`config.mk`:
```
export PLATFORM = sky130hd
export DESIGN_NAME = rtd_sample_to_temperature_unit_flat
export DESIGN_NICKNAME = d
export VERILOG_FILES = /design/src/design/rtd_pkg.sv /design/src/design/rtd_req_if.sv /design/src/design/rtd_rsp_if.sv /design/src/design/rtd_div.sv /design/src/design/rtd_datapath.sv /design/src/design/rtd_ctrl.sv /design/src/design/rtd_sample_to_temperature_unit.sv /design/src/flat_wrapper.sv
export SDC_FILE = /design/constraint.sdc
export NUM_CORES = 2
export LEC_CHECK = 0
export BUFFER_PORTS_ARGS = -buffer_cell sky130_fd_sc_hd__buf_2
export CAP_MARGIN = 20
export CORE_AREA = 2 2 419 421
export CTS_BUF_LIST = sky130_fd_sc_hd__clkbuf_16
export DETAILED_ROUTE_END_ITERATION = 7
export DIE_AREA = 0 0 421 423
export GPL_TIMING_DRIVEN = 0
export PLACE_DENSITY_LB_ADDON = 0.25
export REMOVE_ABC_BUFFERS = 1
export SLEW_MARGIN = 20
export SYNTH_ARGS = -nofsm -noshare
export SYNTH_HDL_FRONTEND = slang
export SYNTH_SLANG_ARGS = --single-unit
```
`constraint.sdc`:
```
create_clock -name clock -period 14.74 [get_ports clock]
set_clock_uncertainty 0.2 [all_clocks]
set_input_delay 0.737 -clock clock [delete_from_list [all_inputs] [get_ports clock]]
set_output_delay 0.737 -clock clock [all_outputs]
set_load 0.005 [all_outputs]
```
`src/design/rtd_pkg.sv`:
```
// Shared types, constants and lookup tables for the RTD sample-to-temperature unit.
// Depends on nothing; every other design file imports it.
package rtd_pkg;

   localparam int AVERAGE_DEPTH_DEFAULT = 25;

   localparam int ADC_W    = 12;
   localparam int OFFSET_W = 18;
   localparam int VOLT_W   = 20;
   localparam int TEMP_W   = 17;
   localparam int SMOOTH_W = 18;

   // Volts scaling: raw * 216269 / 4095 in Q16, as a reciprocal multiply and shift,
   // exact for every 12-bit raw value
   localparam int SCALE_MUL   = 886054146;
   localparam int SCALE_SHIFT = 24;
   localparam int PROD_W      = 42;
   localparam int ACC_W       = 22;
   // Smoother: acc / 10 as a reciprocal multiply and shift, exact below 2^26
   localparam int SMOOTH_MUL    = 13421773;
   localparam int SMOOTH_SHIFT  = 27;
   localparam int SMOOTH_PROD_W = 46;
   localparam int NUM_W  = 27;

   // Shared divider
   localparam int DIV_W     = 32;
   localparam int DIVISOR_W = 14;
   localparam int DIV_STEPS = 4;

   localparam logic DIV_AVG    = 1'b0;
   localparam logic DIV_INTERP = 1'b1;

   // Interpolation table
   localparam int TABLE_POINTS = 10;
   localparam int SEG_COUNT    = TABLE_POINTS - 1;
   localparam int SEG_W        = $clog2(SEG_COUNT);
   localparam int DT_W         = 13;
   localparam int DV_W         = 14;

   localparam logic signed [VOLT_W-1:0] VOLT_Q16 [TABLE_POINTS] = '{
      20'sd2097, 20'sd16384, 20'sd30147, 20'sd43254, 20'sd57016,
      20'sd69468, 20'sd81920, 20'sd94372, 20'sd106168, 20'sd117965
   };
   localparam logic signed [TEMP_W-1:0] TEMP_CDEG [TABLE_POINTS] = '{
      -17'sd5000, 17'sd0, 17'sd5000, 17'sd10000, 17'sd15000,
      17'sd20000, 17'sd25000, 17'sd30000, 17'sd35000, 17'sd40000
   };
   localparam logic [DT_W-1:0] SEG_DT [SEG_COUNT] = '{
      13'd5000, 13'd5000, 13'd5000, 13'd5000, 13'd5000,
      13'd5000, 13'd5000, 13'd5000, 13'd5000
   };
   localparam logic [DV_W-1:0] SEG_DV [SEG_COUNT] = '{
      14'd14287, 14'd13763, 14'd13107, 14'd13762, 14'd12452,
      14'd12452, 14'd12452, 14'd11796, 14'd11797
   };

   typedef struct packed {
      logic       cap_in;
      logic       mul;
      logic       div_start;
      logic       div_sel;
      logic       acc_upd;
      logic       smooth_upd;
      logic       ring_upd;
      logic       avg_upd;
      logic       seg_upd;
      logic       num_upd;
      logic       temp_upd;
      logic       out_load;
   } cmd_type;

   typedef struct packed {
      logic div_done;
      logic clamp;
   } status_type;

endpackage

```
`src/design/rtd_req_if.sv`:
```
// Request channel interface: one raw converter sample per transfer.
// Depends on rtd_pkg for field widths.
interface rtd_req_if;
   import rtd_pkg::*;
   logic             valid;
   logic             ready;
   logic [ADC_W-1:0] adc_sample;
   modport source (output valid, output adc_sample, input ready);
   modport sink (input valid, input adc_sample, output ready);
endinterface

```
`src/design/rtd_rsp_if.sv`:
```
// Response channel interface: filtered voltage and temperature per transfer.
// Depends on rtd_pkg for field widths.
interface rtd_rsp_if;
   import rtd_pkg::*;
   logic                     valid;
   logic                     ready;
   logic signed [VOLT_W-1:0] filtered_voltage;
   logic signed [TEMP_W-1:0] temperature;
   modport source (output valid, output filtered_voltage, output temperature, input ready);
   modport sink (input valid, input filtered_voltage, input temperature, output ready);
endinterface

```
`src/design/rtd_div.sv`:
```
// Shared iterative divider, four quotient bits per cycle, optional negated result.
// Depends on rtd_pkg.
module rtd_div (
   input  logic                             clock,
   input  logic                             reset,
   input  logic                             start,
   input  logic [rtd_pkg::DIV_W-1:0]        dividend,
   input  logic [rtd_pkg::DIVISOR_W-1:0]    divisor,
   input  logic                             negate,
   output logic                             done,
   output logic [rtd_pkg::DIV_W-1:0]        quotient
);
   import rtd_pkg::*;

   localparam int DIV_ITER = DIV_W / DIV_STEPS;
   localparam int IT_W     = $clog2(DIV_ITER);

   logic [DIV_W-1:0]     dq_ff, dq_in;
   logic [DIVISOR_W-1:0] rem_ff, rem_in;
   logic [DIVISOR_W-1:0] d_ff;
   logic                 neg_ff;
   logic [IT_W-1:0]      it_ff;
   logic                 busy_ff, done_ff;

   always_comb begin
      logic [DIVISOR_W:0] t;
      rem_in = rem_ff;
      dq_in  = dq_ff;
      for (int k = 0; k < DIV_STEPS; k++) begin
         t     = {rem_in, dq_in[DIV_W-1]};
         dq_in = {dq_in[DIV_W-2:0], 1'b0};
         if (t >= {1'b0, d_ff}) begin
            rem_in   = DIVISOR_W'(t - {1'b0, d_ff});
            dq_in[0] = 1'b1;
         end else begin
            rem_in = t[DIVISOR_W-1:0];
         end
      end
   end

   always_ff @(posedge clock) begin
      if (start) begin
         dq_ff  <= dividend;
         rem_ff <= '0;
         d_ff   <= divisor;
         neg_ff <= negate;
      end else if (busy_ff) begin
         dq_ff  <= dq_in;
         rem_ff <= rem_in;
      end
   end

   always_ff @(posedge clock) begin
      if (reset) begin
         busy_ff <= 1'b0;
         done_ff <= 1'b0;
         it_ff   <= '0;
      end else begin
         done_ff <= 1'b0;
         if (start) begin
            busy_ff <= 1'b1;
            it_ff   <= '0;
         end else if (busy_ff) begin
            it_ff <= it_ff + 1'b1;
            if (it_ff == IT_W'(DIV_ITER - 1)) begin
               busy_ff <= 1'b0;
               done_ff <= 1'b1;
            end
         end
      end
   end

   assign done     = done_ff;
   assign quotient = neg_ff ? (~dq_ff + 1'b1) : dq_ff;

endmodule

```
`src/design/rtd_datapath.sv`:
```
// Datapath: scaling, smoother, moving-average ring and table interpolation.
// Depends on rtd_pkg and rtd_div; steered by rtd_ctrl through cmd_type.
module rtd_datapath #(
   parameter int AVERAGE_DEPTH = rtd_pkg::AVERAGE_DEPTH_DEFAULT
) (
   input  logic                                clock,
   input  logic                                reset,
   input  rtd_pkg::cmd_type                    cmd,
   output rtd_pkg::status_type                 status,
   input  logic [rtd_pkg::ADC_W-1:0]           adc_sample,
   input  logic                                csr_write_enable,
   input  logic [rtd_pkg::OFFSET_W-1:0]        csr_write_data,
   output logic signed [rtd_pkg::VOLT_W-1:0]   filtered_voltage,
   output logic signed [rtd_pkg::TEMP_W-1:0]   temperature
);
   import rtd_pkg::*;

   localparam int WP_W  = (AVERAGE_DEPTH > 1) ? $clog2(AVERAGE_DEPTH) : 1;
   localparam int CNT_W = $clog2(AVERAGE_DEPTH + 1);
   localparam int SUM_W = VOLT_W + $clog2(AVERAGE_DEPTH);

   logic [OFFSET_W-1:0]        offset_ff;
   logic [ADC_W-1:0]           raw_ff;
   logic [PROD_W-1:0]          prod_ff;
   logic [ACC_W-1:0]           acc_ff, acc_in;
   logic [SMOOTH_PROD_W-1:0]   smooth_prod;
   logic [SMOOTH_W-1:0]        smooth_ff;
   logic signed [VOLT_W-1:0]   ring_ff [AVERAGE_DEPTH];
   logic signed [VOLT_W-1:0]   old_ff;
   logic signed [VOLT_W-1:0]   entry;
   logic [WP_W-1:0]            wpos_ff, wpos_in;
   logic                       full_ff, full_in;
   logic [CNT_W-1:0]           cnt_ff, cnt_in;
   logic signed [SUM_W-1:0]    sum_ff, sum_in;
   logic [SUM_W-1:0]           sum_mag;
   logic signed [VOLT_W-1:0]   avg_ff;
   logic [SEG_W-1:0]           seg_ff, seg_in;
   logic                       clamp_ff, hi_ff;
   logic                       lo_in, hi_in;
   logic signed [VOLT_W-1:0]   diff;
   logic [NUM_W-1:0]           num_ff;
   logic signed [TEMP_W-1:0]   temp_ff, temp_in;
   logic signed [VOLT_W-1:0]   fv_ff;
   logic signed [TEMP_W-1:0]   ft_ff;

   logic [DIV_W-1:0]     div_dividend;
   logic [DIVISOR_W-1:0] div_divisor;
   logic                 div_negate;
   logic                 div_done;
   logic [DIV_W-1:0]     div_q;

   rtd_div u_div (
      .clock    (clock),
      .reset    (reset),
      .start    (cmd.div_start),
      .dividend (div_dividend),
      .divisor  (div_divisor),
      .negate   (div_negate),
      .done     (div_done),
      .quotient (div_q)
   );

   assign sum_mag = sum_ff[SUM_W-1] ? SUM_W'(-sum_ff) : SUM_W'(sum_ff);

   always_comb begin
      div_negate = 1'b0;
      case (cmd.div_sel)
         DIV_AVG: begin
            div_dividend = DIV_W'(sum_mag);
            div_divisor  = DIVISOR_W'(cnt_ff);
            div_negate   = sum_ff[SUM_W-1];
         end
         DIV_INTERP: begin
            div_dividend = DIV_W'(num_ff);
            div_divisor  = SEG_DV[seg_ff];
         end
         default: begin
            div_dividend = '0;
            div_divisor  = DIVISOR_W'(1);
         end
      endcase
   end

   // Smoother accumulator: 9 * old + scaled sample
   assign acc_in = ({4'b0, smooth_ff} << 3) + {4'b0, smooth_ff}
                 + ACC_W'(prod_ff[SCALE_SHIFT +: SMOOTH_W]);

   assign smooth_prod = SMOOTH_PROD_W'(acc_ff) * SMOOTH_PROD_W'(SMOOTH_MUL);

   assign entry = $signed({2'b00, smooth_ff})
                + $signed({{(VOLT_W-OFFSET_W){offset_ff[OFFSET_W-1]}}, offset_ff});

   always_comb begin
      if (wpos_ff == WP_W'(AVERAGE_DEPTH - 1)) begin
         wpos_in = '0;
         full_in = 1'b1;
      end else begin
         wpos_in = wpos_ff + 1'b1;
         full_in = full_ff;
      end
      cnt_in = full_in ? CNT_W'(AVERAGE_DEPTH) : CNT_W'(wpos_ff) + 1'b1;
      // Drop the overwritten entry only once the ring has wrapped
      sum_in = sum_ff + SUM_W'(entry) - (full_ff ? SUM_W'(old_ff) : SUM_W'(0));
   end

   always_comb begin
      lo_in  = (avg_ff <= VOLT_Q16[0]);
      hi_in  = (avg_ff >= VOLT_Q16[TABLE_POINTS-1]);
      seg_in = SEG_W'(SEG_COUNT - 1);
      for (int i = SEG_COUNT - 1; i >= 0; i--) begin
         if (avg_ff <= VOLT_Q16[i+1]) seg_in = SEG_W'(i);
      end
   end

   assign diff = avg_ff - VOLT_Q16[seg_ff];

   always_comb begin
      if (clamp_ff) begin
         temp_in = hi_ff ? TEMP_CDEG[TABLE_POINTS-1] : TEMP_CDEG[0];
      end else begin
         temp_in = TEMP_CDEG[seg_ff] + $signed({4'b0, div_q[DT_W-1:0]});
      end
   end

   // Ring memory, registered read at the current write position
   always_ff @(posedge clock) begin
      if (cmd.ring_upd) ring_ff[wpos_ff] <= entry;
      old_ff <= ring_ff[wpos_ff];
   end

   always_ff @(posedge clock) begin
      if (cmd.cap_in)   raw_ff  <= adc_sample;
      if (cmd.mul)      prod_ff <= PROD_W'(raw_ff) * PROD_W'(SCALE_MUL);
      if (cmd.acc_upd)  acc_ff  <= acc_in;
      if (cmd.ring_upd) cnt_ff  <= cnt_in;
      if (cmd.avg_upd)  avg_ff  <= div_q[VOLT_W-1:0];
      if (cmd.seg_upd) begin
         seg_ff   <= seg_in;
         clamp_ff <= lo_in | hi_in;
         hi_ff    <= hi_in;
      end
      if (cmd.num_upd) begin
         num_ff <= NUM_W'(SEG_DT[seg_ff]) * NUM_W'(diff[DV_W-1:0]);
         if (clamp_ff) temp_ff <= temp_in;
      end
      if (cmd.temp_upd) temp_ff <= temp_in;
      if (cmd.out_load) begin
         fv_ff <= avg_ff;
         ft_ff <= temp_ff;
      end
   end

   always_ff @(posedge clock) begin
      if (reset) begin
         offset_ff <= '0;
         smooth_ff <= '0;
         wpos_ff   <= '0;
         full_ff   <= 1'b0;
         sum_ff    <= '0;
      end else begin
         if (csr_write_enable) offset_ff <= csr_write_data;
         if (cmd.smooth_upd)   smooth_ff <= smooth_prod[SMOOTH_SHIFT +: SMOOTH_W];
         if (cmd.ring_upd) begin
            wpos_ff <= wpos_in;
            full_ff <= full_in;
            sum_ff  <= sum_in;
         end
      end
   end

   assign status.div_done = div_done;
   assign status.clamp    = clamp_ff;

   assign filtered_voltage = fv_ff;
   assign temperature      = ft_ff;

   a_wpos_range: assert property (@(posedge clock) disable iff (reset)
      wpos_ff <= WP_W'(AVERAGE_DEPTH - 1))
      else $error("ring write position past the last entry");

   a_full_sticky: assert property (@(posedge clock) disable iff (reset)
      full_ff |=> full_ff)
      else $error("ring full flag cleared without reset");

   a_temp_range: assert property (@(posedge clock) disable iff (reset)
      cmd.temp_upd |=> (temp_ff >= TEMP_CDEG[0] && temp_ff <= TEMP_CDEG[TABLE_POINTS-1]))
      else $error("interpolated temperature outside table range");

endmodule

```
`src/design/rtd_ctrl.sv`:
```
// Controller state machine: sequences one sample through the datapath and
// owns the channel handshakes. Depends on rtd_pkg.
module rtd_ctrl (
   input  logic                 clock,
   input  logic                 reset,
   input  logic                 req_valid,
   output logic                 req_ready,
   output logic                 rsp_valid,
   input  logic                 rsp_ready,
   output rtd_pkg::cmd_type     cmd,
   input  rtd_pkg::status_type  status
);
   import rtd_pkg::*;

   localparam logic [3:0] S_IDLE        = 4'd0;
   localparam logic [3:0] S_MUL         = 4'd1;
   localparam logic [3:0] S_SCALE       = 4'd2;
   localparam logic [3:0] S_SMOOTH      = 4'd3;
   localparam logic [3:0] S_ENTRY       = 4'd4;
   localparam logic [3:0] S_AVG_GO      = 4'd5;
   localparam logic [3:0] S_AVG_WAIT    = 4'd6;
   localparam logic [3:0] S_SEG         = 4'd7;
   localparam logic [3:0] S_NUM         = 4'd8;
   localparam logic [3:0] S_INTERP_GO   = 4'd9;
   localparam logic [3:0] S_INTERP_WAIT = 4'd10;
   localparam logic [3:0] S_OUT         = 4'd11;

   logic [3:0] state_ff, state_in;
   logic       rsp_valid_ff, rsp_valid_in;

   always_comb begin
      state_in = state_ff;
      cmd      = '0;
      case (state_ff)
         S_IDLE: begin
            if (req_valid) begin
               cmd.cap_in = 1'b1;
               state_in   = S_MUL;
            end
         end
         S_MUL: begin
            cmd.mul  = 1'b1;
            state_in = S_SCALE;
         end
         S_SCALE: begin
            cmd.acc_upd = 1'b1;
            state_in    = S_SMOOTH;
         end
         S_SMOOTH: begin
            cmd.smooth_upd = 1'b1;
            state_in       = S_ENTRY;
         end
         S_ENTRY: begin
            cmd.ring_upd = 1'b1;
            state_in     = S_AVG_GO;
         end
         S_AVG_GO: begin
            cmd.div_start = 1'b1;
            cmd.div_sel   = DIV_AVG;
            state_in      = S_AVG_WAIT;
         end
         S_AVG_WAIT: begin
            if (status.div_done) begin
               cmd.avg_upd = 1'b1;
               state_in    = S_SEG;
            end
         end
         S_SEG: begin
            cmd.seg_upd = 1'b1;
            state_in    = S_NUM;
         end
         S_NUM: begin
            // Clamped averages already have their temperature
            cmd.num_upd = 1'b1;
            state_in    = status.clamp ? S_OUT : S_INTERP_GO;
         end
         S_INTERP_GO: begin
            cmd.div_start = 1'b1;
            cmd.div_sel   = DIV_INTERP;
            state_in      = S_INTERP_WAIT;
         end
         S_INTERP_WAIT: begin
            if (status.div_done) begin
               cmd.temp_upd = 1'b1;
               state_in     = S_OUT;
            end
         end
         S_OUT: begin
            // Hold until the output register is free
            if (!rsp_valid_ff || rsp_ready) begin
               cmd.out_load = 1'b1;
               state_in     = S_IDLE;
            end
         end
         default: state_in = S_IDLE;
      endcase
   end

   assign rsp_valid_in = cmd.out_load | (rsp_valid_ff & ~rsp_ready);

   always_ff @(posedge clock) begin
      if (reset) begin
         state_ff     <= S_IDLE;
         rsp_valid_ff <= 1'b0;
      end else begin
         state_ff     <= state_in;
         rsp_valid_ff <= rsp_valid_in;
      end
   end

   assign req_ready = (state_ff == S_IDLE);
   assign rsp_valid = rsp_valid_ff;

   a_done_in_wait: assert property (@(posedge clock) disable iff (reset)
      status.div_done |-> (state_ff == S_AVG_WAIT || state_ff == S_INTERP_WAIT))
      else $error("divider finished outside a wait state");

   a_accept_starts: assert property (@(posedge clock) disable iff (reset)
      (req_valid && req_ready) |=> state_ff == S_MUL)
      else $error("accepted sample did not start processing");

   a_load_returns_idle: assert property (@(posedge clock) disable iff (reset)
      cmd.out_load |=> (rsp_valid && state_ff == S_IDLE))
      else $error("result load did not present a response");

endmodule

```
`src/design/rtd_sample_to_temperature_unit.sv`:
```
// Top level of the RTD sample-to-temperature unit.
// Depends on rtd_pkg, rtd_req_if, rtd_rsp_if, rtd_ctrl and rtd_datapath.
//
// Usage:
//   req_chan carries one 12-bit converter sample per transfer. rsp_chan returns,
//   for every sample, the moving-average voltage (signed Q16) and the
//   interpolated temperature in hundredths of a degree Celsius.
//   csr_write_enable/csr_write_data load the signed Q16 voltage offset; write it
//   only while no sample is in flight.
// Sequencing:
//   One sample at a time, through scaling, smoothing, the ring update, the
//   averaging divide, the segment search and the interpolation divide, then
//   rsp_chan.valid rises; an average at or beyond a table end skips the
//   interpolation divide. req_chan.ready is high only while the sequencer is
//   idle. Scaling and smoothing are multiplies; the average and the
//   interpolation share the divider (four quotient bits per cycle).
// Reset:
//   Synchronous, active high. Clears the offset, smoother, ring position,
//   fill state and running sum; no response is pending after reset.
// Backpressure:
//   A finished response waits in the output register; the next sample is
//   accepted and processed meanwhile, and its result waits until the
//   previous response has been transferred.
module rtd_sample_to_temperature_unit #(
   parameter int AVERAGE_DEPTH = rtd_pkg::AVERAGE_DEPTH_DEFAULT
) (
   input  logic                            clock,
   input  logic                            reset,
   rtd_req_if.sink                         req_chan,
   rtd_rsp_if.source                       rsp_chan,
   input  logic                            csr_write_enable,
   input  logic [rtd_pkg::OFFSET_W-1:0]    csr_write_data
);
   import rtd_pkg::*;

   cmd_type    cmd;
   status_type status;

   rtd_ctrl u_ctrl (
      .clock     (clock),
      .reset     (reset),
      .req_valid (req_chan.valid),
      .req_ready (req_chan.ready),
      .rsp_valid (rsp_chan.valid),
      .rsp_ready (rsp_chan.ready),
      .cmd       (cmd),
      .status    (status)
   );

   rtd_datapath #(
      .AVERAGE_DEPTH (AVERAGE_DEPTH)
   ) u_datapath (
      .clock            (clock),
      .reset            (reset),
      .cmd              (cmd),
      .status           (status),
      .adc_sample       (req_chan.adc_sample),
      .csr_write_enable (csr_write_enable),
      .csr_write_data   (csr_write_data),
      .filtered_voltage (rsp_chan.filtered_voltage),
      .temperature      (rsp_chan.temperature)
   );

endmodule

```
`src/flat_wrapper.sv`:
```
// flat-port wrapper written by rule: the top's interface ports become plain ports
module rtd_sample_to_temperature_unit_flat import rtd_pkg::*;
#(
   parameter int AVERAGE_DEPTH = rtd_pkg::AVERAGE_DEPTH_DEFAULT
)
  (clock, reset, csr_write_enable, csr_write_data, req_chan_valid, req_chan_adc_sample, req_chan_ready, rsp_chan_valid, rsp_chan_filtered_voltage, rsp_chan_temperature, rsp_chan_ready);
  rtd_req_if req_chan_i ();
  rtd_rsp_if rsp_chan_i ();
  input  logic clock;
  input  logic reset;
  input  logic csr_write_enable;
  input  logic [rtd_pkg::OFFSET_W-1:0] csr_write_data;
  input wire logic [$bits(req_chan_i.valid)-1:0] req_chan_valid;
  input wire logic [$bits(req_chan_i.adc_sample)-1:0] req_chan_adc_sample;
  output wire logic [$bits(req_chan_i.ready)-1:0] req_chan_ready;
  output wire logic [$bits(rsp_chan_i.valid)-1:0] rsp_chan_valid;
  output wire logic [$bits(rsp_chan_i.filtered_voltage)-1:0] rsp_chan_filtered_voltage;
  output wire logic [$bits(rsp_chan_i.temperature)-1:0] rsp_chan_temperature;
  input wire logic [$bits(rsp_chan_i.ready)-1:0] rsp_chan_ready;
  assign req_chan_i.valid = req_chan_valid;
  assign req_chan_i.adc_sample = req_chan_adc_sample;
  assign req_chan_ready = req_chan_i.ready;
  assign rsp_chan_valid = rsp_chan_i.valid;
  assign rsp_chan_filtered_voltage = rsp_chan_i.filtered_voltage;
  assign rsp_chan_temperature = rsp_chan_i.temperature;
  assign rsp_chan_i.ready = rsp_chan_ready;
  rtd_sample_to_temperature_unit #(.AVERAGE_DEPTH(AVERAGE_DEPTH)) u_core (.clock(clock), .reset(reset), .req_chan(req_chan_i), .rsp_chan(rsp_chan_i), .csr_write_enable(csr_write_enable), .csr_write_data(csr_write_data));
endmodule
```
==> metrics.md <==
| Metric | Value |
|---|---|
| Layout net count | 5108 |
| Crit path from | u_core.u_datapath.u_div.d_ff[1] |
| Share of post-route cells with drive strength above 1 | 12.18% |
| Final worst path period need | 12.40 ns |
| DR vias/cell | 4.820 |
| Syn avg cell area | 12.40 sq um |
| TritonCTS clock tree | built |
| Setup TNS | 0 ns |
| Endpoints failing setup | 0 |
| Routed length per instance | 19.96 microns |
| Gpl congestion | 0.8480 |
| Final antenna-violating net count | 0 |
| Maximum fanout along the worst path | 18 |
| Area growth from synthesis to layout | 14.21% |
| Worst setup margin | 2.339 ns |
| Slew margin rel. | 28.39% |
| Reg clk slew, reported paths | 0.06 ns |
| Setup Buffers After CTS | 0 |
| Design Area, Final | 59180 sq um |
| CP required | 14.97 ns |
| Post-CTS Hold Fix Bufs | 0 |
| Hold Path Class | in -> reg |
| Worst Tran Pin Value | 1.073 ns |
| Crit path largest cell delay | 0.75 ns |
| Number of H-tree levels | 3 |
| # port buffers | 73 |
| Worst r2r src | u_core.u_datapath.u_div.d_ff[1] |
| DP HPWL | 100700 microns |
| Core ar. | 173200 sq um |
| Fin. max-slew vios | 0 |
| Number of remaining DRC errors | 0 |
| Die height | 423 microns |
| Clock Tree Buf Depth | 3 |
| Number of flops mapped to enable cells by yosys | 708 |
| Number of global-route vias before repair | 33550 |
| Sequential area share after synthesis | 45.32% |
| Num CTS Buffers | 87 |
| Global route overflow | 0 |
| Synth Instances | 4177 |
| Gr usage total | 15.04% |
| Ys flop type | edfxtp_1 |
| Drt first pass iters | 5 |
| CP bufs+invs | 1 |
| Post-Route WL | 133400 microns |
| Most common cell after layout, fill and taps aside | edfxtp_1 |
| Most frequent CP cell | ha_1 |
| Status | finished clean |
| Synth unique cells | 91 |
| Yosys reg bits | 819 |
| FP Rows | 153 |
| Commonest cells after routing, fill and taps aside | 708 x edfxtp_1, 523 x inv_1, 517 x ha_1 |
| Via Count | 32210 |
| Crit end category | register |
| Ports | 74 |
| Top delay family on crit path | compound AO/OA/AOI/OAI gates |
| Async set-reset flop share out of synthesis | 0% |
| Final Hold Viols | 0 |
| Hold Crit Start | req_chan_adc_sample[8] |
| MaxCap Viol Count | 0 |
| Mapped Area | 51810 sq um |
| Crit start category | register |
| Placed instance area | 56310 sq um |
| RSZ-0062 raised after global routing | false |
| Iter 0 DRT Violations | 1995 |
| Synth Warn # | 0 |
| Initial core utilization | 29.91% |
| Sink Count | 819 |
| Die area | 178100 sq um |
| Initial antenna violation count | 2 |
| Crit share post-route | 84.13% |
| Worst slack, placed | 2.148 ns |
| CP max stage cell | nand3b_1 |
| Clock latency on the worst-skew pair | 0.70 ns |
| Largest net degree at the start of global routing | 61 |
| Root Buffer | clkbuf_16 |
| First-pass GRT wire length | 206000 microns |
| Crit path kind | reg -> reg |
| Die extent in x | 421 microns |
| Fmax | 80.64 MHz |
| CTS resizes | 0 |
| CP arrival | 12.63 ns |
registers in the layout, summed over array words and instances, names as in the netlist, 20 cells and up:
name / flops
u_core.u_datapath.ring_ff: 500
u_core.u_datapath.u_div.dq_ff: 32
u_core.u_datapath.sum_ff: 25
u_core.u_datapath.num_ff: 24
u_core.u_datapath.acc_ff: 22
u_core.u_datapath.avg_ff: 20
u_core.u_datapath.filtered_voltage: 20
u_core.u_datapath.old_ff: 20
cells in the mapped netlist (7+ instances only):
| cell type | instances | share of area [%] |
|---|---|---|
| inv_1 | 499 | 3.6 |
| xnor2_1 | 125 | 2.1 |
| o21ai_0 | 151 | 1.5 |
| nand4_1 | 15 | 0.18 |
| mux4_2 | 124 | 5.4 |
| clkbuf_1 | 100 | 0.72 |
| nand2b_1 | 34 | 0.41 |
| o211ai_1 | 16 | 0.23 |
| nor2_1 | 209 | 1.5 |
| xor2_1 | 71 | 1.2 |
| mux2_2 | 32 | 0.70 |
| buf_2 | 7 | 0.068 |
| nor3_1 | 54 | 0.52 |
| nand2_1 | 251 | 1.8 |
| and2_1 | 29 | 0.35 |
| or3_1 | 27 | 0.33 |
| nor4_1 | 13 | 0.16 |
| a21oi_1 | 194 | 1.9 |
| and3_1 | 25 | 0.30 |
| a31oi_1 | 27 | 0.33 |
| o2111ai_1 | 7 | 0.12 |
| mux2i_1 | 58 | 1.1 |
| or2_2 | 14 | 0.17 |
| o21ai_1 | 16 | 0.15 |
| or4_1 | 11 | 0.16 |
| o41ai_1 | 13 | 0.22 |
| o31ai_1 | 28 | 0.41 |
| o221ai_1 | 15 | 0.25 |
| dfxtp_1 | 111 | 4.3 |
| a22oi_1 | 24 | 0.35 |
| o21a_1 | 31 | 0.45 |
| fa_1 | 268 | 10 |
| a21o_1 | 59 | 0.85 |
| nand3_1 | 46 | 0.44 |
| nor2b_1 | 35 | 0.42 |
| a211oi_1 | 27 | 0.39 |
| nor3b_1 | 20 | 0.29 |
| nand3b_1 | 7 | 0.10 |
| ha_1 | 517 | 12 |
| edfxtp_1 | 708 | 41 |
| o21bai_1 | 22 | 0.32 |
| a21boi_0 | 13 | 0.19 |
| buf_1 | 19 | 0.14 |
per-stage QoR:
stage                     utilization, %  cells  hold slack, ns
final                              34.16   6684         0.06222
after global routing               34.16   6684         0.03468
after CTS                          34.15   6683        0.002395
after detailed placement           32.50   6524          0.2102
after global placement             31.51   6447          0.2057
after floorplan                        -   4049          0.2003
layer usage:
| metal | GRT usage (%) | vias up | wire, microns |
|---|---|---|---|
| met5 | 0 | - | 0 |
| met2 | 26.33 | 588 | 66660 |
| met1 | 19.79 | 16170 | 59220 |
| li1 | - | 15310 | - |
| met4 | 3.417 | 0 | 2442 |
| met3 | 1.846 | 139 | 5076 |
area by class of cell:
| class | count | area, sq um |
|---|---|---|
| tap | 2325 | 2909 |
| clock buffer | 89 | 2227 |
| multi-input combinational | 2728 | 26290 |
| fill | 17070 | 114100 |
| sequential | 819 | 23500 |
| inverter | 502 | 1886 |
| timing repair buffer | 150 | 1728 |
| clock inverter | 70 | 639.4 |
| antenna | 1 | 2.502 |
kinds of logic (layout without fill, tap and decap cells):
logic type	Yosys count	after routing	synth area share, %
xor+xnor	196	196	3.313
buf+inv	630	811	4.610
simple gates	809	809	7.544
other cells	0	1	0
compound gates	720	720	9.046
fa+ha+maj	785	785	22.84
flops	819	819	45.32
mux	218	218	7.329
path summary, 6_finish.rpt:
kind,cells past startpoint,slack [ns],end
min reg2reg,0,0.22,u_core.u_datapath.temperature[12]
max,38,2.34,u_core.u_datapath.u_div.dq_ff[0]
max reg2reg,38,2.34,u_core.u_datapath.u_div.dq_ff[0]
min,1,0.06,u_core.u_datapath.raw_ff[8]
Power is left out: the tool's default activity adds up to more than one toggle a clock period on the data nets, which glitch-free logic cannot reach.
